===== src/design/sha_pkg.sv =====
// ----------------------------------------------------------------------------
// sha_pkg
// shared types, round constants and initial values for the sha-384/512 unit
// ----------------------------------------------------------------------------
package sha_pkg;

    localparam int QUEUE_DEPTH = 4;
    localparam int ROUNDS      = 80;

    localparam logic [63:0] PAD_WORD = 64'h80 << 56;
    localparam logic [3:0]  LEN_POS  = 4'd14;
    localparam logic [3:0]  MAX_BYTES = 4'd8;

    // one word handed from front to back
    typedef struct packed {
        logic [63:0] word;
        logic        open;   // first word of a message: load the initial value
        logic        fin;    // last word of the padded message
        logic        m384;   // mode at the time the word was accepted
    } sha_entry_t;

    function automatic logic [63:0] rotr(input logic [63:0] x, input int n);
        rotr = (x >> n) | (x << (64 - n));
    endfunction

    function automatic logic [63:0] iv_word(input logic m384, input logic [2:0] idx);
        logic [63:0] r;
        r = '0;
        if (m384) begin
            case (idx)
                3'd0: r = 64'hCBBB9D5DC1059ED8;
                3'd1: r = 64'h629A292A367CD507;
                3'd2: r = 64'h9159015A3070DD17;
                3'd3: r = 64'h152FECD8F70E5939;
                3'd4: r = 64'h67332667FFC00B31;
                3'd5: r = 64'h8EB44A8768581511;
                3'd6: r = 64'hDB0C2E0D64F98FA7;
                default: r = 64'h47B5481DBEFA4FA4;
            endcase
        end
        else begin
            case (idx)
                3'd0: r = 64'h6A09E667F3BCC908;
                3'd1: r = 64'hBB67AE8584CAA73B;
                3'd2: r = 64'h3C6EF372FE94F82B;
                3'd3: r = 64'hA54FF53A5F1D36F1;
                3'd4: r = 64'h510E527FADE682D1;
                3'd5: r = 64'h9B05688C2B3E6C1F;
                3'd6: r = 64'h1F83D9ABFB41BD6B;
                default: r = 64'h5BE0CD19137E2179;
            endcase
        end
        return r;
    endfunction

    function automatic logic [63:0] round_k(input logic [6:0] idx);
        logic [63:0] r;
        r = '0;
        case (idx)
            7'd0:  r = 64'h428A2F98D728AE22;  7'd1:  r = 64'h7137449123EF65CD;
            7'd2:  r = 64'hB5C0FBCFEC4D3B2F;  7'd3:  r = 64'hE9B5DBA58189DBBC;
            7'd4:  r = 64'h3956C25BF348B538;  7'd5:  r = 64'h59F111F1B605D019;
            7'd6:  r = 64'h923F82A4AF194F9B;  7'd7:  r = 64'hAB1C5ED5DA6D8118;
            7'd8:  r = 64'hD807AA98A3030242;  7'd9:  r = 64'h12835B0145706FBE;
            7'd10: r = 64'h243185BE4EE4B28C;  7'd11: r = 64'h550C7DC3D5FFB4E2;
            7'd12: r = 64'h72BE5D74F27B896F;  7'd13: r = 64'h80DEB1FE3B1696B1;
            7'd14: r = 64'h9BDC06A725C71235;  7'd15: r = 64'hC19BF174CF692694;
            7'd16: r = 64'hE49B69C19EF14AD2;  7'd17: r = 64'hEFBE4786384F25E3;
            7'd18: r = 64'h0FC19DC68B8CD5B5;  7'd19: r = 64'h240CA1CC77AC9C65;
            7'd20: r = 64'h2DE92C6F592B0275;  7'd21: r = 64'h4A7484AA6EA6E483;
            7'd22: r = 64'h5CB0A9DCBD41FBD4;  7'd23: r = 64'h76F988DA831153B5;
            7'd24: r = 64'h983E5152EE66DFAB;  7'd25: r = 64'hA831C66D2DB43210;
            7'd26: r = 64'hB00327C898FB213F;  7'd27: r = 64'hBF597FC7BEEF0EE4;
            7'd28: r = 64'hC6E00BF33DA88FC2;  7'd29: r = 64'hD5A79147930AA725;
            7'd30: r = 64'h06CA6351E003826F;  7'd31: r = 64'h142929670A0E6E70;
            7'd32: r = 64'h27B70A8546D22FFC;  7'd33: r = 64'h2E1B21385C26C926;
            7'd34: r = 64'h4D2C6DFC5AC42AED;  7'd35: r = 64'h53380D139D95B3DF;
            7'd36: r = 64'h650A73548BAF63DE;  7'd37: r = 64'h766A0ABB3C77B2A8;
            7'd38: r = 64'h81C2C92E47EDAEE6;  7'd39: r = 64'h92722C851482353B;
            7'd40: r = 64'hA2BFE8A14CF10364;  7'd41: r = 64'hA81A664BBC423001;
            7'd42: r = 64'hC24B8B70D0F89791;  7'd43: r = 64'hC76C51A30654BE30;
            7'd44: r = 64'hD192E819D6EF5218;  7'd45: r = 64'hD69906245565A910;
            7'd46: r = 64'hF40E35855771202A;  7'd47: r = 64'h106AA07032BBD1B8;
            7'd48: r = 64'h19A4C116B8D2D0C8;  7'd49: r = 64'h1E376C085141AB53;
            7'd50: r = 64'h2748774CDF8EEB99;  7'd51: r = 64'h34B0BCB5E19B48A8;
            7'd52: r = 64'h391C0CB3C5C95A63;  7'd53: r = 64'h4ED8AA4AE3418ACB;
            7'd54: r = 64'h5B9CCA4F7763E373;  7'd55: r = 64'h682E6FF3D6B2B8A3;
            7'd56: r = 64'h748F82EE5DEFB2FC;  7'd57: r = 64'h78A5636F43172F60;
            7'd58: r = 64'h84C87814A1F0AB72;  7'd59: r = 64'h8CC702081A6439EC;
            7'd60: r = 64'h90BEFFFA23631E28;  7'd61: r = 64'hA4506CEBDE82BDE9;
            7'd62: r = 64'hBEF9A3F7B2C67915;  7'd63: r = 64'hC67178F2E372532B;
            7'd64: r = 64'hCA273ECEEA26619C;  7'd65: r = 64'hD186B8C721C0C207;
            7'd66: r = 64'hEADA7DD6CDE0EB1E;  7'd67: r = 64'hF57D4F7FEE6ED178;
            7'd68: r = 64'h06F067AA72176FBA;  7'd69: r = 64'h0A637DC5A2C898A6;
            7'd70: r = 64'h113F9804BEF90DAE;  7'd71: r = 64'h1B710B35131C471B;
            7'd72: r = 64'h28DB77F523047D84;  7'd73: r = 64'h32CAAB7B40C72493;
            7'd74: r = 64'h3C9EBE0A15C9BEBC;  7'd75: r = 64'h431D67C49C100D4C;
            7'd76: r = 64'h4CC5D4BECB3E42B6;  7'd77: r = 64'h597F299CFC657E2A;
            7'd78: r = 64'h5FCB6FAB3AD6FAEC;  7'd79: r = 64'h6C44198C4A475817;
            default: r = '0;
        endcase
        return r;
    endfunction

endpackage


===== src/design/sha_front.sv =====
// ----------------------------------------------------------------------------
// sha_front
// accepts message words, counts bytes and expands the last word into padding
// ----------------------------------------------------------------------------
module sha_front
    import sha_pkg::*;
(
    input  logic        clk,
    input  logic        rst_n,
    input  logic        mode_384,
    input  logic        in_valid,
    output logic        in_stall,
    input  logic [63:0] data_word,
    input  logic [3:0]  valid_bytes,
    input  logic        last_word,
    output logic        push,
    output sha_entry_t  push_entry,
    input  logic        queue_full
);

    typedef enum logic [2:0] {
        S_IDLE, S_DATA, S_PAD80, S_ZERO, S_LENHI, S_LENLO
    } state_t;

    state_t      state_reg;
    logic        open_reg;
    logic        first_reg;
    logic        last_reg;
    logic        full8_reg;
    logic        mode_reg;
    logic [3:0]  pos_reg;
    logic [63:0] bytes_reg;
    logic [63:0] data_reg;

    logic        accept;
    logic [3:0]  count;
    logic [63:0] fmt_word;
    logic [3:0]  pos_next;
    state_t      after_pad;

    assign accept   = in_valid && (state_reg == S_IDLE);
    assign in_stall = (state_reg != S_IDLE);
    assign count    = (valid_bytes > MAX_BYTES) ? MAX_BYTES : valid_bytes;
    assign pos_next = pos_reg + 4'd1;
    assign after_pad = (pos_next == LEN_POS) ? S_LENHI : S_ZERO;

    // keep valid bytes, put the pad marker right after them
    always_comb
    begin
        fmt_word = '0;
        for (int i = 0; i < 8; i++)
        begin
            if (4'(i) < count)
                fmt_word[63 - 8*i -: 8] = data_word[63 - 8*i -: 8];
            else if (4'(i) == count)
                fmt_word[63 - 8*i -: 8] = 8'h80;
        end
    end

    always_comb
    begin
        push_entry.word = '0;
        push_entry.open = first_reg;
        push_entry.fin  = 1'b0;
        push_entry.m384 = mode_reg;
        case (state_reg)
            S_DATA:  push_entry.word = data_reg;
            S_PAD80: push_entry.word = PAD_WORD;
            S_LENHI: push_entry.word = {61'd0, bytes_reg[63:61]};
            S_LENLO:
            begin
                push_entry.word = {bytes_reg[60:0], 3'd0};
                push_entry.fin  = 1'b1;
            end
            default: push_entry.word = '0;
        endcase
    end

    assign push = (state_reg != S_IDLE) && !queue_full;

    always_ff @(posedge clk or negedge rst_n)
    begin
        if (!rst_n)
        begin
            state_reg <= S_IDLE;
            open_reg  <= 1'b0;
            first_reg <= 1'b0;
            last_reg  <= 1'b0;
            full8_reg <= 1'b0;
            mode_reg  <= 1'b0;
            pos_reg   <= '0;
            bytes_reg <= '0;
            data_reg  <= '0;
        end
        else if (accept)
        begin
            state_reg <= S_DATA;
            open_reg  <= 1'b1;
            mode_reg  <= mode_384;
            last_reg  <= last_word;
            full8_reg <= (count == MAX_BYTES);
            if (!open_reg)
            begin
                first_reg <= 1'b1;
                pos_reg   <= '0;
            end
            if (last_word)
            begin
                bytes_reg <= (open_reg ? bytes_reg : 64'd0) + 64'(count);
                data_reg  <= (count == MAX_BYTES) ? data_word : fmt_word;
            end
            else
            begin
                bytes_reg <= (open_reg ? bytes_reg : 64'd0) + 64'd8;
                data_reg  <= data_word;
            end
        end
        else if (push)
        begin
            pos_reg   <= pos_next;
            first_reg <= 1'b0;
            unique case (state_reg)
                S_DATA:
                begin
                    if (!last_reg)
                        state_reg <= S_IDLE;
                    else if (full8_reg)
                        state_reg <= S_PAD80;
                    else
                        state_reg <= after_pad;
                end
                S_PAD80: state_reg <= after_pad;
                S_ZERO:  state_reg <= after_pad;
                S_LENHI: state_reg <= S_LENLO;
                S_LENLO:
                begin
                    state_reg <= S_IDLE;
                    open_reg  <= 1'b0;
                end
                default: state_reg <= S_IDLE;
            endcase
        end
    end

endmodule


===== config.mk =====
export PLATFORM = sky130hd
export DESIGN_NAME = sha_front
export DESIGN_NICKNAME = d
export VERILOG_FILES = /design/src/design/sha_pkg.sv /design/src/design/sha_front.sv
export SDC_FILE = /design/constraint.sdc
export NUM_CORES = 1
export LEC_CHECK = 0
export BUFFER_PORTS_ARGS = -buffer_cell sky130_fd_sc_hd__buf_2
export CORE_MARGIN = 3
export CORE_UTILIZATION = 56
export DETAILED_ROUTE_END_ITERATION = 12
export PLACE_DENSITY = 0.88
export SYNTH_ARGS = -nofsm -noshare
export SYNTH_HDL_FRONTEND = slang
export SYNTH_SLANG_ARGS = --single-unit

===== constraint.sdc =====
create_clock -name clk -period 5 [get_ports clk]
set_input_delay 1 -clock clk [delete_from_list [all_inputs] [get_ports clk]]
set_output_delay 1 -clock clk [all_outputs]
set_load 0.02 [all_outputs]

==> Word level (Yosys, flattened, before mapping) <==
Cells that the tools add are included.
W data, S select, Z words.
{ "totals": {"ff_bits": 140, "in_bits": 74} }
{ "classes": {"addsub": 3, "n_lt_le_gt_ge": 9, "n_eq_ne": 15, "n_mux": 38, "reduce_logical": 11} }
{ "op_table": {"columns": ["op", "count"], "rows": [
  ["$mux W64", 4],
  ["$pmux W64 S4", 1],
  ["$mux W8", 16],
  ["$add A64 B4 Y64", 1],
  ["$add A64 B4 Y64 const B", 1],
  ["$eq A3 B4 Y1 const A", 4],
  ["$lt A3 B4 Y1 const A", 4],
  ["$mux W4", 4],
  ["$mux W3", 5],
  ["$pmux W3 S3", 1],
  ["$eq A2 B4 Y1 const A", 2],
  ["$eq A4 B4 Y1 const B", 2],
  ["$lt A1 B4 Y1 const A", 2],
  ["$lt A2 B4 Y1 const A", 2],
  ["$mux W1", 7],
  ["$eq A3 B2 Y1 const B", 2],
  ["$eq A3 B3 Y1 const B", 2],
  ["$add A4 B1 Y4 const B", 1],
  ["$eq A1 B4 Y1 const A", 1],
  ["$gt A4 B4 Y1 const B", 1],
  ["$logic_not A4 Y1", 1],
  ["$reduce_and A2 Y1", 2],
  ["$reduce_bool A2 Y1", 2],
  ["$eq A3 B1 Y1 const B", 1],
  ["6 further kinds", 7]
]} }

==> Logic depth before layout (Yosys ltp) <==
{ "depth": {"word_depth": 8, "depth_mapped": 14, "mapped_depth_nobuf": 8} }

==> Worst setup path before layout <==
No wires, ideal clock.
{ "synth_path": {"kind": "flip-flop to flip-flop", "start": "register open_reg", "end": "register bytes_reg[29]", "setup_time_ns": 0.087, "t_arrival_ns": 3.462, "required_time_ns": 4.913, "setup_slack_ns": 1.451, "stages_incl_launch_ff": 15, "n_path_buf": 7, "path_cell_list": "dfrtp_1 > buf_4 > clkbuf_1 > buf_1 > clkbuf_1 > clkbuf_1 > and2_1 > ha_1 > a211oi_1 > o211ai_2 > nand2_1 > clkbuf_1 > clkbuf_1 > o311ai_0 > o211ai_1"} }
{ "synth_between": {"elab_chain_cells": 3, "elab_cells_between_ends": 4, "cone_classes": "add/sub (2); mux (2)"} }
{ "synth_rtl": {"columns": ["item", "line_no", "source"], "rows": [
  ["start, declared", "sha_front.sv:26", "logic open_reg;"],
  ["start signal, assigned", "sha_front.sv:86", "open_reg <= 1'b0;"],
  ["start signal, assigned", "sha_front.sv:98", "open_reg <= 1'b1;"],
  ["start signal, assigned", "sha_front.sv:138", "open_reg <= 1'b0;"],
  ["$mux W64 (*)", "sha_front.sv:109, sha_front.sv:114", null],
  ["$add A64 B4 Y64 (on tied branches)", "sha_front.sv:114, sha_front.sv:109", null],
  ["$mux W64 (*)", "sha_front.sv:107", "if (last_word)"],
  ["end signal, assigned", "sha_front.sv:109", "bytes_reg <= (open_reg ? bytes_reg : 64'd0) + 64'(count);"],
  ["end signal, assigned", "sha_front.sv:114", "bytes_reg <= (open_reg ? bytes_reg : 64'd0) + 64'd8;"],
  ["end, declared", "sha_front.sv:32", "logic [63:0] bytes_reg;"]
]} }
Mark *: on every way between the ends. The rest lies on a longest branch, timed or not.
A chain may end at the register's enable or synchronous reset.

==> results.sh <==
export IMPL_status="completed"
export IMPL_worstPathCellList="nor2b_1 -> and2_2 -> nand2_1 -> o21ai_0 -> buf_2"
export IMPL_hold_buffers=0
export IMPL_hold_viol=0
export IMPL_regArea_um2=3500
export IMPL_routedWlPerCell_um=19.1
export IMPL_antenna_left=0
export IMPL_cts_tree="built"
export IMPL_gp_congestion=0.976
export IMPL_post_cts_setup_buffers=0
export IMPL_synthFlopType="dfrtp_1"
export IMPL_grt_usage_pct=28.8
export IMPL_worstMarginPinSlew_ns=1.27
export IMPL_p_switching_w=0.00159
export IMPL_row_count=42
export IMPL_fp_dieH_um=124
export IMPL_ys_ff_latch=140
export IMPL_drc=0
export IMPL_cts_made_buffers=17
export IMPL_cts_sinks=140
export IMPL_hp_class="register to register"
export IMPL_num_io_pins=143
export IMPL_drive_gt1_share_pct=20.2
export IMPL_start_util_pct=58.0
export IMPL_finalNonFillerCells=1121
export IMPL_ys_types=67
export IMPL_antenna_cells=0
export IMPL_synthArstFlopShare_pct=100
export IMPL_fmax_mhz=266
export IMPL_yosys_warnings=0
export IMPL_clk_latency_ns=0.43
export IMPL_htree_num_levels=4
export IMPL_crit_path_end_kind="output port"
export IMPL_finalCritPeriodShare_pct=75.1
export IMPL_io_buffers=142
export IMPL_power_per_cell_area_nw_per_um2=474
export IMPL_utilization_pct=67.3
export IMPL_fp_dieArea_um2=15300
export IMPL_place_inst=1089
export IMPL_antenna_found_initial=0
export IMPL_cp_max_fo=63
export IMPL_dp_hpwl_um=14500
export IMPL_rsz0062_at_grt="false"
export IMPL_grt_max_degree=115
export IMPL_post_cts_resized=0
export IMPL_setup_viol=0
export IMPL_synthCells=827
export IMPL_avgSynthCellArea_um2=9.40
export IMPL_via_per_inst=6.44
export IMPL_grt_first_pass_wirelength_um=34600
export IMPL_clockBufferDepth=2
export IMPL_grt_pass1_vias=6823
export IMPL_drt_iter0_drc=738
export IMPL_first_pass_iters=6
export IMPL_p_leak_nw=4.06
export IMPL_final_max_slew_viol_count=0
export IMPL_areaGrowthSynthToFinish_pct=16.0
export IMPL_maxSlewHeadroom_pct=15.2
export IMPL_die_x_um=124
export IMPL_slowest_stage="and2_2"
export IMPL_synth_edf_count=0
export IMPL_min_period_ns=3.75
export IMPL_ir_worst_vdd_v=0.000283
export IMPL_num_vias=7218
export IMPL_n_fill_cell=1076
export IMPL_drv_cap=0
export IMPL_routed_wl_um=21500
export IMPL_multi_input_area_um2=3950
export IMPL_ys_seq_area_share_pct=45.1
export IMPL_netSwitchingFraction_pct=37.2
export IMPL_finClkSkew_ns=0.00735
export IMPL_power_frac_clock_pct=25.7
export IMPL_core_area_um2=13400
export IMPL_final_nets=1014
export IMPL_cts_root_buf="clkbuf_16"
export IMPL_crit_type="register to output port"
export IMPL_syn_area_um2=7770
export IMPL_pwr_share_comb_pct=34.8
export IMPL_critPathLaunchType="register"
export IMPL_critPathArrivalTime_ns=2.75
export IMPL_slowest_delay_ns=1.02
export IMPL_p_int_w=0.00268
export IMPL_synth_nets=909
export IMPL_cp_required_ns=4.00
export IMPL_gr_total_overflow=0
export IMPL_path_clk_slew_ns=0.05
export IMPL_seqPwrFrac_pct=39.5
export IMPL_tns_ns=0
-- worst max-delay path, delay by kind of cell (launching register included) --
family | cells | cell delay, ns
simple gates | 3 | 1.39
flops | 1 | 0.54
compound gates | 1 | 0.16
buf+inv | 1 | 0.22
-- cell usage after synthesis, types with 3 or more instances --
library cell | instances | area, um^2
ha_1 | 7 | 87.6
o311ai_0 | 4 | 35.0
xor2_1 | 11 | 96.3
dfrtp_1 | 140 | 3500
o21ai_0 | 27 | 135
nor4b_1 | 3 | 26.3
nand2_1 | 114 | 428
and4_1 | 6 | 52.6
and3_1 | 5 | 31.3
or4_1 | 9 | 67.6
nor2_1 | 37 | 139
a41oi_1 | 4 | 35.0
clkbuf_1 | 54 | 203
or3_1 | 10 | 62.6
a22oi_1 | 4 | 30.0
nor3_1 | 26 | 130
nand2b_1 | 6 | 37.5
a21oi_1 | 15 | 75.1
nor4_1 | 16 | 100
inv_1 | 17 | 63.8
nor3b_1 | 4 | 30.0
xnor2_1 | 25 | 219
a32o_1 | 3 | 30.0
a31oi_1 | 5 | 31.3
a22o_1 | 110 | 963
nand3_1 | 55 | 275
nor2b_1 | 7 | 43.8
buf_4 | 3 | 22.5
o211ai_1 | 9 | 67.6
buf_1 | 3 | 11.3
nand4_1 | 23 | 144
a221o_1 | 3 | 30.0
and2_1 | 13 | 81.3
mux2i_1 | 6 | 60.1
o41ai_1 | 4 | 35.0
-- layer usage --
metal / global-route usage (%) / share of wire [%] / vias up
met5: 0 / 0 / -
met4: 12.6 / 3.3 / 0
met3: 5.45 / 7.3 / 61
met2: 45.6 / 48 / 375
met1: 39.0 / 41 / 3481
li1: - / - / 3301
-- cell usage in the layout, fill, tap and decap left out, types with 5 or more instances in the layout --
| cell | netlist | final |
|---|---|---|
| and3_1 | 5 | 5 |
| nand3_1 | 55 | 55 |
| or3_1 | 10 | 10 |
| clkinv_2 | 0 | 8 |
| mux2i_1 | 6 | 6 |
| clkbuf_1 | 54 | 5 |
| o211ai_1 | 9 | 9 |
| nor2b_1 | 7 | 7 |
| xor2_1 | 11 | 11 |
| ha_1 | 7 | 7 |
| buf_4 | 3 | 7 |
| buf_2 | 1 | 141 |
| and4_1 | 6 | 6 |
| nor2_1 | 37 | 37 |
| nand2_1 | 114 | 114 |
| nand4_1 | 23 | 23 |
| nor4_1 | 16 | 16 |
| a31oi_1 | 5 | 5 |
| or4_1 | 9 | 9 |
| clkbuf_16 | 0 | 17 |
| and2_1 | 13 | 12 |
| a22o_1 | 110 | 110 |
| dfrtp_1 | 140 | 140 |
| xnor2_1 | 25 | 25 |
| o21ai_0 | 27 | 27 |
| nor3_1 | 26 | 26 |
| inv_1 | 17 | 17 |
| a21oi_1 | 15 | 15 |
| nand2b_1 | 6 | 6 |
-- power groups by stage --
stage               Clock (W)  Combinational [W]  Sequential, W
finish                0.00110            0.00149        0.00169
global route          0.00116            0.00162        0.00173
CTS                   0.00110            0.00148        0.00168
detailed placement          0            0.00147        0.00170
global placement            0            0.00144        0.00169
floorplan                   0            0.00113        0.00159
-- path summary, 6_finish.rpt --
check,start,to,slack [ns],depth (start not counted)
max,state_reg[0],push_entry[66],1.25,5
min,data_reg[1],data_reg[1],0.47,2
max reg2reg,open_reg,bytes_reg[45],1.49,7
min reg2reg,data_reg[1],data_reg[1],0.47,2
max in group asynchronous,rst_n,data_reg[22],3.31,2
min in group asynchronous,rst_n,data_reg[2],0.69,1
-- stage by stage --
stage                     cell area, um^2  power (W)  worst slack [ns]  hold slack, ns
after floorplan                      7770    0.00273              1.45           0.439
after global placement               8510    0.00312              1.29           0.451
after detailed placement             8510    0.00317              1.18           0.457
after CTS                            9010    0.00427              1.28           0.469
after global routing                 9010    0.00451              1.01           0.486
final                                9010    0.00427              1.25           0.468
-- cell type report --
class	instances	share of cell area, %
clock buffer	23	5.08
clock inverter	9	0.527
inverter	17	0.708
multi-input combinational	607	43.8
sequential	140	38.9
tap	176	2.44
timing repair buffer	149	8.54
-- logic make-up (layout without fill, tap and decap cells) --
logic type / after synthesis / after routing / synth area share (%)
fa+ha+maj: 8 / 8 / 1.38
xor+xnor: 36 / 36 / 4.06
mux: 7 / 7 / 0.918
flops: 140 / 140 / 45.1
compound gates: 210 / 210 / 21.4
buf+inv: 80 / 198 / 4.22
simple gates: 346 / 346 / 23.0
Note: power is estimated with default switching activity, not from simulation.
