### config.mk
export PLATFORM = sky130hd
export DESIGN_NAME = sha_queue
export DESIGN_NICKNAME = d
export VERILOG_FILES = /design/src/design/sha_pkg.sv /design/src/design/sha_queue.sv
export SDC_FILE = /design/constraint.sdc
export NUM_CORES = 1
export LEC_CHECK = 0
export BUFFER_PORTS_ARGS = -buffer_cell sky130_fd_sc_hd__buf_2
export CAP_MARGIN = 30
export CORE_MARGIN = 5
export CORE_UTILIZATION = 40
export CTS_BUF_LIST = sky130_fd_sc_hd__clkbuf_2 sky130_fd_sc_hd__clkbuf_4 sky130_fd_sc_hd__clkbuf_8
export DETAILED_ROUTE_END_ITERATION = 8
export GPL_ROUTABILITY_DRIVEN = 1
export GPL_TIMING_DRIVEN = 0
export HOLD_SLACK_MARGIN = 0.1
export SLEW_MARGIN = 20
export SYNTH_ARGS = -nofsm -noshare
export SYNTH_HDL_FRONTEND = slang
export SYNTH_SLANG_ARGS = --single-unit
export TNS_END_PERCENT = 20
### constraint.sdc
create_clock -name clk -period 2.6 [get_ports clk]
set_input_delay 0.26 -clock clk [delete_from_list [all_inputs] [get_ports clk]]
set_output_delay 0.26 -clock clk [all_outputs]
set_load 0.005 [all_outputs]
### src/design/sha_pkg.sv
// ----------------------------------------------------------------------------
// sha_pkg
// shared types, round constants and initial values for the sha-384/512 unit
// ----------------------------------------------------------------------------
package sha_pkg;

    localparam int QUEUE_DEPTH = 4;
    localparam int ROUNDS      = 80;

    localparam logic [63:0] PAD_WORD = 64'h80 << 56;
    localparam logic [3:0]  LEN_POS  = 4'd14;
    localparam logic [3:0]  MAX_BYTES = 4'd8;

    // one word handed from front to back
    typedef struct packed {
        logic [63:0] word;
        logic        open;   // first word of a message: load the initial value
        logic        fin;    // last word of the padded message
        logic        m384;   // mode at the time the word was accepted
    } sha_entry_t;

    function automatic logic [63:0] rotr(input logic [63:0] x, input int n);
        rotr = (x >> n) | (x << (64 - n));
    endfunction

    function automatic logic [63:0] iv_word(input logic m384, input logic [2:0] idx);
        logic [63:0] r;
        r = '0;
        if (m384) begin
            case (idx)
                3'd0: r = 64'hCBBB9D5DC1059ED8;
                3'd1: r = 64'h629A292A367CD507;
                3'd2: r = 64'h9159015A3070DD17;
                3'd3: r = 64'h152FECD8F70E5939;
                3'd4: r = 64'h67332667FFC00B31;
                3'd5: r = 64'h8EB44A8768581511;
                3'd6: r = 64'hDB0C2E0D64F98FA7;
                default: r = 64'h47B5481DBEFA4FA4;
            endcase
        end
        else begin
            case (idx)
                3'd0: r = 64'h6A09E667F3BCC908;
                3'd1: r = 64'hBB67AE8584CAA73B;
                3'd2: r = 64'h3C6EF372FE94F82B;
                3'd3: r = 64'hA54FF53A5F1D36F1;
                3'd4: r = 64'h510E527FADE682D1;
                3'd5: r = 64'h9B05688C2B3E6C1F;
                3'd6: r = 64'h1F83D9ABFB41BD6B;
                default: r = 64'h5BE0CD19137E2179;
            endcase
        end
        return r;
    endfunction

    function automatic logic [63:0] round_k(input logic [6:0] idx);
        logic [63:0] r;
        r = '0;
        case (idx)
            7'd0:  r = 64'h428A2F98D728AE22;  7'd1:  r = 64'h7137449123EF65CD;
            7'd2:  r = 64'hB5C0FBCFEC4D3B2F;  7'd3:  r = 64'hE9B5DBA58189DBBC;
            7'd4:  r = 64'h3956C25BF348B538;  7'd5:  r = 64'h59F111F1B605D019;
            7'd6:  r = 64'h923F82A4AF194F9B;  7'd7:  r = 64'hAB1C5ED5DA6D8118;
            7'd8:  r = 64'hD807AA98A3030242;  7'd9:  r = 64'h12835B0145706FBE;
            7'd10: r = 64'h243185BE4EE4B28C;  7'd11: r = 64'h550C7DC3D5FFB4E2;
            7'd12: r = 64'h72BE5D74F27B896F;  7'd13: r = 64'h80DEB1FE3B1696B1;
            7'd14: r = 64'h9BDC06A725C71235;  7'd15: r = 64'hC19BF174CF692694;
            7'd16: r = 64'hE49B69C19EF14AD2;  7'd17: r = 64'hEFBE4786384F25E3;
            7'd18: r = 64'h0FC19DC68B8CD5B5;  7'd19: r = 64'h240CA1CC77AC9C65;
            7'd20: r = 64'h2DE92C6F592B0275;  7'd21: r = 64'h4A7484AA6EA6E483;
            7'd22: r = 64'h5CB0A9DCBD41FBD4;  7'd23: r = 64'h76F988DA831153B5;
            7'd24: r = 64'h983E5152EE66DFAB;  7'd25: r = 64'hA831C66D2DB43210;
            7'd26: r = 64'hB00327C898FB213F;  7'd27: r = 64'hBF597FC7BEEF0EE4;
            7'd28: r = 64'hC6E00BF33DA88FC2;  7'd29: r = 64'hD5A79147930AA725;
            7'd30: r = 64'h06CA6351E003826F;  7'd31: r = 64'h142929670A0E6E70;
            7'd32: r = 64'h27B70A8546D22FFC;  7'd33: r = 64'h2E1B21385C26C926;
            7'd34: r = 64'h4D2C6DFC5AC42AED;  7'd35: r = 64'h53380D139D95B3DF;
            7'd36: r = 64'h650A73548BAF63DE;  7'd37: r = 64'h766A0ABB3C77B2A8;
            7'd38: r = 64'h81C2C92E47EDAEE6;  7'd39: r = 64'h92722C851482353B;
            7'd40: r = 64'hA2BFE8A14CF10364;  7'd41: r = 64'hA81A664BBC423001;
            7'd42: r = 64'hC24B8B70D0F89791;  7'd43: r = 64'hC76C51A30654BE30;
            7'd44: r = 64'hD192E819D6EF5218;  7'd45: r = 64'hD69906245565A910;
            7'd46: r = 64'hF40E35855771202A;  7'd47: r = 64'h106AA07032BBD1B8;
            7'd48: r = 64'h19A4C116B8D2D0C8;  7'd49: r = 64'h1E376C085141AB53;
            7'd50: r = 64'h2748774CDF8EEB99;  7'd51: r = 64'h34B0BCB5E19B48A8;
            7'd52: r = 64'h391C0CB3C5C95A63;  7'd53: r = 64'h4ED8AA4AE3418ACB;
            7'd54: r = 64'h5B9CCA4F7763E373;  7'd55: r = 64'h682E6FF3D6B2B8A3;
            7'd56: r = 64'h748F82EE5DEFB2FC;  7'd57: r = 64'h78A5636F43172F60;
            7'd58: r = 64'h84C87814A1F0AB72;  7'd59: r = 64'h8CC702081A6439EC;
            7'd60: r = 64'h90BEFFFA23631E28;  7'd61: r = 64'hA4506CEBDE82BDE9;
            7'd62: r = 64'hBEF9A3F7B2C67915;  7'd63: r = 64'hC67178F2E372532B;
            7'd64: r = 64'hCA273ECEEA26619C;  7'd65: r = 64'hD186B8C721C0C207;
            7'd66: r = 64'hEADA7DD6CDE0EB1E;  7'd67: r = 64'hF57D4F7FEE6ED178;
            7'd68: r = 64'h06F067AA72176FBA;  7'd69: r = 64'h0A637DC5A2C898A6;
            7'd70: r = 64'h113F9804BEF90DAE;  7'd71: r = 64'h1B710B35131C471B;
            7'd72: r = 64'h28DB77F523047D84;  7'd73: r = 64'h32CAAB7B40C72493;
            7'd74: r = 64'h3C9EBE0A15C9BEBC;  7'd75: r = 64'h431D67C49C100D4C;
            7'd76: r = 64'h4CC5D4BECB3E42B6;  7'd77: r = 64'h597F299CFC657E2A;
            7'd78: r = 64'h5FCB6FAB3AD6FAEC;  7'd79: r = 64'h6C44198C4A475817;
            default: r = '0;
        endcase
        return r;
    endfunction

endpackage

### src/design/sha_queue.sv
// ----------------------------------------------------------------------------
// sha_queue
// short fifo of padded words between front and back
// ----------------------------------------------------------------------------
module sha_queue
    import sha_pkg::*;
(
    input  logic       clk,
    input  logic       rst_n,
    input  logic       push,
    input  sha_entry_t push_entry,
    output logic       full,
    input  logic       pop,
    output logic       not_empty,
    output sha_entry_t pop_entry
);

    localparam int AW = $clog2(QUEUE_DEPTH);

    sha_entry_t    mem_reg [QUEUE_DEPTH];
    logic [AW-1:0] wr_reg;
    logic [AW-1:0] rd_reg;
    logic [AW:0]   cnt_reg;

    assign full      = (cnt_reg == (AW+1)'(QUEUE_DEPTH));
    assign not_empty = (cnt_reg != '0);
    assign pop_entry = mem_reg[rd_reg];

    always_ff @(posedge clk)
    begin
        if (push)
            mem_reg[wr_reg] <= push_entry;
    end

    always_ff @(posedge clk or negedge rst_n)
    begin
        if (!rst_n)
        begin
            wr_reg  <= '0;
            rd_reg  <= '0;
            cnt_reg <= '0;
        end
        else
        begin
            if (push)
                wr_reg <= wr_reg + 1'b1;
            if (pop)
                rd_reg <= rd_reg + 1'b1;
            if (push && !pop)
                cnt_reg <= cnt_reg + 1'b1;
            else if (pop && !push)
                cnt_reg <= cnt_reg - 1'b1;
        end
    end

endmodule

; Word level (Yosys, flattened, before mapping)
; Memories as Yosys holds them, arrays and structs flattened.
; Index checks and enable logic that the tools add are counted.
[op_classes]
add_sub_neg = 4
n_eq_ne = 1
n_mux = 4
n_reduce_logical = 6
[op_table]
columns = cell, n
row1 = 3-bit two-way mux, 2
row2 = 2-bit by 1-bit adder with 2-bit output (second input constant), 2
row3 = 3-bit by 1-bit adder with 3-bit output (second input constant), 1
row4 = 3-bit == test (second input constant), 1
row5 = 3-bit nonzero test, 1
row6 = 3-bit by 1-bit subtractor with 3-bit output (second input constant), 1
row7 = 1-bit logical AND, 2
row8 = 1-bit logical NOT, 2
row9 = 1-bit two-way mux, 2
row10 = 2-bit nonzero test, 1
[totals]
regBits = 7
ramBits = 268
inputBits = 71
out_inout_bits = 69
wordCells = 19
mem_count = 1
[memory_table]
columns = name, depth, width, rd, rd_ports_with_merged_regs, wr, line_no
row1 = mem_reg, 4, 67, 1, 0, 1, sha_queue.sv:20  ; sha_entry_t mem_reg [QUEUE_DEPTH];

; Depth between registers and ports, before layout
; Gate-level depths: netlist of run 1.
[depth]
ltp_word = 4
mapped_depth = 7
depth_no_buf = 7

; Least setup slack after synthesis of run 1
; OpenSTA, ideal clock, no wires.
[synth_path]
kind = register -> register
from = reg wr_reg[0]
to = mem mem_reg[2][0] in the netlist's numbering (enable)
setup_time_ps = 432
t_arrival_ps = 2188
path_slack_ps = -20
path_stages_with_launch = 4
path_buffers = 0
path_cell_list = dfrtp_1 inv_1 ha_1 and2_1
[synth_rtl]
columns = element, line_no
row1 = start: declaration, sha_queue.sv:21  ; logic [AW-1:0] wr_reg;
row2 = start signal: assignment, sha_queue.sv:46  ; wr_reg <= wr_reg + 1'b1;
row3 = end: declaration, sha_queue.sv:20
; Straight into the memory's write port.

==> results of run 1 <==
[path summary, 6_finish.rpt]
| check | startpoint | endpoint | slack, ns |
|---|---|---|---|
| worst min-delay path | push_entry[40] | mem_reg[3][40]$_DFFE_PP_ | 0.49 |
| worst min register to register | cnt_reg[2]$_DFFE_PN0P_ | cnt_reg[2]$_DFFE_PN0P_ | 0.51 |
| worst max-delay path | rd_reg[1]$_DFFE_PN0P_ | pop_entry[16] | 0.18 |
| min in group asynchronous | rst_n | rd_reg[0]$_DFFE_PN0P_ | 0.76 |
| worst max register to register | wr_reg[0]$_DFFE_PN0P_ | mem_reg[2][47]$_DFFE_PP_ | 0.73 |
| max in group asynchronous | rst_n | wr_reg[0]$_DFFE_PN0P_ | 1.58 |
[through the flow]
step | TNS, ns | instance area (µm²)
5_1_grt | 0 | 12850
3_3_place_gp | -259.99 | 11180
2_1_floorplan | -1.604 | 10070
6_report | 0 | 12850
4_1_cts | 0 | 12850
3_5_place_dp | 0 | 11280
[cell usage in the layout, fill, tap and decap left out]
cell	count
ha_1	5
o21ai_0	1
nor3b_1	1
buf_4	4
dlygate4sd3_1	71
nand2_1	2
buf_12	4
dfrtp_1	7
mux4_2	67
xnor2_1	2
buf_2	143
clkinv_1	9
edfxtp_1	268
and2_4	4
inv_1	4
clkinv_2	5
or3_1	1
clkbuf_8	49
buf_16	2
clkbuf_1	3
xor2_1	4
clkinvlp_4	1
nor2_1	1
buf_6	1
mux2_2	1
clkbuf_4	17
fa_1	1
[critical path, stage by stage (launching register included)]
cell      delay (ns)
dfrtp_1         0.31
buf_2           0.15
clkbuf_1        0.58
mux4_2          0.45
buf_2           0.15
[routing by layer]
metal / wire length [µm] / up-vias / GRT usage
li1: - / 2180 / -
met1: 8036 / 2472 / 0.1752
met2: 10030 / 135 / 0.2387
met3: 1095 / 37 / 0.03410
met4: 366 / 0 / 0.04023
met5: 0 / - / 0
[power by group through the flow]
| stage | logic (mW) | clock network, mW | registers [mW] |
|---|---|---|---|
| 2_1_floorplan | 2.32 | 0 | 6.06 |
| 5_1_grt | 4.25 | 3.85 | 6.05 |
| 3_3_place_gp | 3.75 | 0 | 6.13 |
| 4_1_cts | 4.03 | 3.64 | 6.00 |
| 3_5_place_dp | 3.92 | 0 | 6.09 |
| 6_report | 3.87 | 3.51 | 5.99 |
[layout make-up]
class	count	area, µm²	area share
Timing Repair Buffer	214	1501	0.1168
Inverter	4	15.01	0.001168
Buffer	16	127.6	0.009929
Multi-Input combinational cell	90	1720	0.1338
Clock buffer	64	787.0	0.06123
Tap cell	330	412.9	0.03212
Sequential cell	275	8223	0.6397
Clock inverter	15	66.31	0.005159
[cells by family (layout without fill, tap and decap cells)]
kind of cell,after synthesis,in the layout,share of synthesized area
adder cells (fa/ha/maj),6,6,0.008200
AND/OR/NAND/NOR,9,9,0.004970
flip-flops,275,275,0.8165
multiplexers,68,68,0.1510
AO/OA/AOI/OAI,1,1,0.0004965
XOR/XNOR,6,6,0.005218
buffers and inverters,20,313,0.01367
[repair_timing]
action	CTS	global route
hold buffers	71	0
resized for setup	0	2
setup endpoints to repair	0	7
buffers inserted	0	0
hold endpoints to repair	279	0
==> flow_summary.ini, run 1 <==
[outcome]
run_status = completed

[place]
pre_cts_slack_ns = 0.6451
dp.final_hpwl_um = 11580
portBuffers = 139
gp_congestion = 0.7184
dp.cells = 858

[sta]
clock_skew_ns = 0.01003
fmax_mhz = 412.8
finalHoldViolCount = 0
worst_pin_slew_ns = 0.7392
drv_slew = 0
setup_violations = 0
final.min_clock_period_ns = 2.422
rsz0062_at_grt = false
relSlewSlack = 0.5072
timing.final.ws_setup_ns = 0.1777
hold_ws_ns = 0.4856
period_share = 0.9317

[routing]
routed_wl_um = 19530
vias = 4824
antenna_left = 0
wl_per_cell_um = 19.37
drt-initial-drc-count = 211
first_pass_iters = 4
drc = 0
via_per_inst = 4.786

[cts]
htreeDepth = 2
clock-sinks = 275
cts_root_buf = clkbuf_8
clk_pin_slew_ns = 0.06
cts_buffers = 46
cts_tree = done
cts_buffer_depth = 3
clock_latency_ns = 0.53

[yosys]
yosys.area.top_type = edfxtp_1
synth_most_common_cell = edfxtp_1
syn_area_per_cell_um2 = 26.16
synthesis.area_mm2 = 0.01007
synth_nets = 462
synth-edff-count = 268
ys_types = 20
synth_flop_cell = edfxtp_1
yosysTopAreaCellShare = 0.7991
ys_seq_area_frac = 0.8165
ys_top_cells_by_count = edfxtp_1 (268), mux4_2 (67), dfrtp_1 (7), buf_2 (6), ha_1 (5)
ys_seq_elements = 275
yosysWarningCount = 0
synthCells = 385
synth.area.top_cells = edfxtp_1 (80%), mux4_2 (15%), dfrtp_1 (1.7%)
ys_async_sr_fraction = 0.02545

[floorplan]
fp.dieW_um = 168.7
core_mm2 = 0.02496
die-area_mm2 = 0.02845
rows = 58
initial_core_util = 0.4034
ios = 140
die_h_um = 168.7

[grt]
grt_max_degree = 41
grt_use_total = 0.1385
first_global_vias = 5515
grt_pass1_wl_um = 30560
gr-total-overflow = 0
antenna_found_initial = 0

[finish]
drive_gt1_frac = 0.4395
nFillCells = 2056
stdcell_count = 1008
layout.nets = 724
diodes = 0
largest_reg_flops = 268
area_growth_syn_to_layout_pct = 27.63
final_core_util = 0.5149

[power_and_ir_drop]
switching_share = 0.2742
combPwrFrac = 0.289
p_seq_frac = 0.448
clkPwrFrac = 0.262
p_leak_nw = 4.499
p_int_mw = 9.696
power_mw = 13.36
vdd_drop_max_uv = 476.5
power_density_mw_per_mm2 = 1039
p_sw_mw = 3.664

[worst_hold_path]
hp-class = in2reg
whs_path_depth = 2

[critical_path]
crit_fanout = 10
arrival_ns = 2.16
startpoint_type = flop
worstSetupEndpointType = primary output
reg2regPathDepth = 4
cp.required_ns = 2.34
worstSetupPathType = reg2out

[run]
max-cap-violations = 0
No activity file was read; power rests on OpenSTA's default activity.
==> inputs of run 2 (changes only) <==
--- a/config.mk
+++ b/config.mk
@@ -8,12 +8,13 @@
 export BUFFER_PORTS_ARGS = -buffer_cell sky130_fd_sc_hd__buf_2
 export CAP_MARGIN = 30
 export CORE_MARGIN = 5
-export CORE_UTILIZATION = 40
+export CORE_UTILIZATION = 50
 export CTS_BUF_LIST = sky130_fd_sc_hd__clkbuf_2 sky130_fd_sc_hd__clkbuf_4 sky130_fd_sc_hd__clkbuf_8
 export DETAILED_ROUTE_END_ITERATION = 8
 export GPL_ROUTABILITY_DRIVEN = 1
 export GPL_TIMING_DRIVEN = 0
 export HOLD_SLACK_MARGIN = 0.1
+export PLACE_DENSITY = 0.74
 export SLEW_MARGIN = 20
 export SYNTH_ARGS = -nofsm -noshare
 export SYNTH_HDL_FRONTEND = slang
==> run 2 against run 1 <==
Against the previous run: clock skew is 0.00084 ns higher; global-route usage is 2.8 points higher; count of clock-buffer cells in the layout is 2 higher; sequential power hardly changed; die area is 19% lower; first-iteration DRC count is 1.9% lower.
==> flow_summary.ini, run 2 (synthesis results as in run 1) <==
[power_and_ir_drop]
vdd_drop_max_uv = 565.8
power_density_mw_per_mm2 = 1048
power_mw = 13.45
p_leak_nw = 4.529

[floorplan]
fp.dieW_um = 151.9
core_mm2 = 0.02004
rows = 52
ios = 140
die_h_um = 151.9
die-area_mm2 = 0.02308
initial_core_util = 0.5026

[routing]
first_pass_iters = 4
vias = 4892
drc = 0
wl_per_cell_um = 19.81
antenna_left = 0
drt-initial-drc-count = 207
routed_wl_um = 18780
via_per_inst = 5.160

[finish]
final_core_util = 0.6400
regArea_mm2 = 0.008223
area_growth_syn_to_layout_pct = 27.36
layout.nets = 722
final_area_mm2 = 0.01283
drive_gt1_frac = 0.4440
nFillCells = 1414
multi_input_area_mm2 = 0.001720
largest_reg_flops = 268
diodes = 0
final_common_cell = edfxtp_1
mostFrequentLayoutCells = edfxtp_1 (268), buf_2 (145), dlygate4sd3_1 (71)

[place]
gp_congestion = 0.7348
dp.final_hpwl_um = 11220
portBuffers = 139
place_area_mm2 = 0.01122

[critical_path]
cp.required_ns = 2.34
worstSetupEndpointType = primary output
crit_fanout = 10
startpoint_type = flop
worstSetupPathType = reg2out
arrival_ns = 2.12

[cts]
cts_root_buf = clkbuf_8
cts_buffer_depth = 3
clock_latency_ns = 0.52
clock-sinks = 275
cts_resized = 0
htreeDepth = 2
clk_pin_slew_ns = 0.06
cts_buffers = 44
cts_tree = done

[grt]
first_global_vias = 5475
grt_pass1_wl_um = 30360
grt_max_degree = 47
antenna_found_initial = 0
gr-total-overflow = 0
grt_use_total = 0.1666

[sta]
final.min_clock_period_ns = 2.384
worst_pin_slew_ns = 0.7141
drv_slew = 0
setup_violations = 0
rsz0062_at_grt = false
fmax_mhz = 419.5
clock_skew_ns = 0.01087
tns_ns = 0
relSlewSlack = 0.5239
period_share = 0.9169
hold_ws_ns = 0.4911
finalHoldViolCount = 0

[worst_hold_path]
hp-class = in2reg

[outcome]
run_status = completed

[run]
max-cap-violations = 0
==> run 2: cell types whose count changed in the layout (fill, tap and decap cells not counted), sizes merged <==
cell      before  now
clkinv        14   12
bufinv         0    1
buf          154  156
clkinvlp       1    0
==> run 2: final cells by class <==
type | count | area share
tap | 270 | 0.02634
multi-input combinational | 90 | 0.1341
timing repair buffer | 214 | 0.1182
clock inverter | 13 | 0.006438
buffer | 16 | 0.009560
inverter | 4 | 0.001171
sequential | 275 | 0.6411
clock buffer | 66 | 0.06302
==> run 2: worst max-delay path: stages (launching register included) <==
cell	delay (ns)
dfrtp_1	0.31
buf_2	0.15
clkbuf_1	0.56
mux4_2	0.42
buf_2	0.16
==> run 2: final timing paths <==
check,startpoint,endpoint,slack [ns],cells after the start
max in group asynchronous,rst_n,wr_reg[0]$_DFFE_PN0P_,1.59,3
worst max-delay path,rd_reg[1]$_DFFE_PN0P_,pop_entry[17],0.22,4
worst max register to register,wr_reg[0]$_DFFE_PN0P_,mem_reg[0][25]$_DFFE_PP_,0.85,4
worst min-delay path,push_entry[62],mem_reg[1][62]$_DFFE_PP_,0.49,2
worst min register to register,cnt_reg[2]$_DFFE_PN0P_,cnt_reg[2]$_DFFE_PN0P_,0.50,1
min in group asynchronous,rst_n,cnt_reg[1]$_DFFE_PN0P_,0.74,3
==> run 2: layer usage <==
layer  global-route usage  vias up  routed length (µm)
met5                    0        -                   0
met4              0.05094        0                 350
met3              0.03896       30                1110
met2               0.2794      164                9557
met1               0.2204     2518                7763
li1                     -     2180                   -
==> run 2: report_power, final <==
group | leakage, nW | total, mW | internal [mW] | switching (mW)
registers | 2.54 | 5.99 | 5.80 | 0.198
logic | 1.51 | 3.83 | 1.96 | 1.87
clock network | 0.480 | 3.62 | 2.08 | 1.54
==> run 2: what timing repair did <==
action	CTS	global route
hold buffers	71	0
endpoints found under the hold margin	279	0
buffers inserted	0	0
==> run 2: through the flow <==
step	std cells	setup WS [ns]
2_1_floorplan	385	-0.02006
3_3_place_gp	794	-1.225
3_5_place_dp	798	0.6863
4_1_cts	948	0.1148
5_1_grt	948	0.04734
6_report	948	0.2160
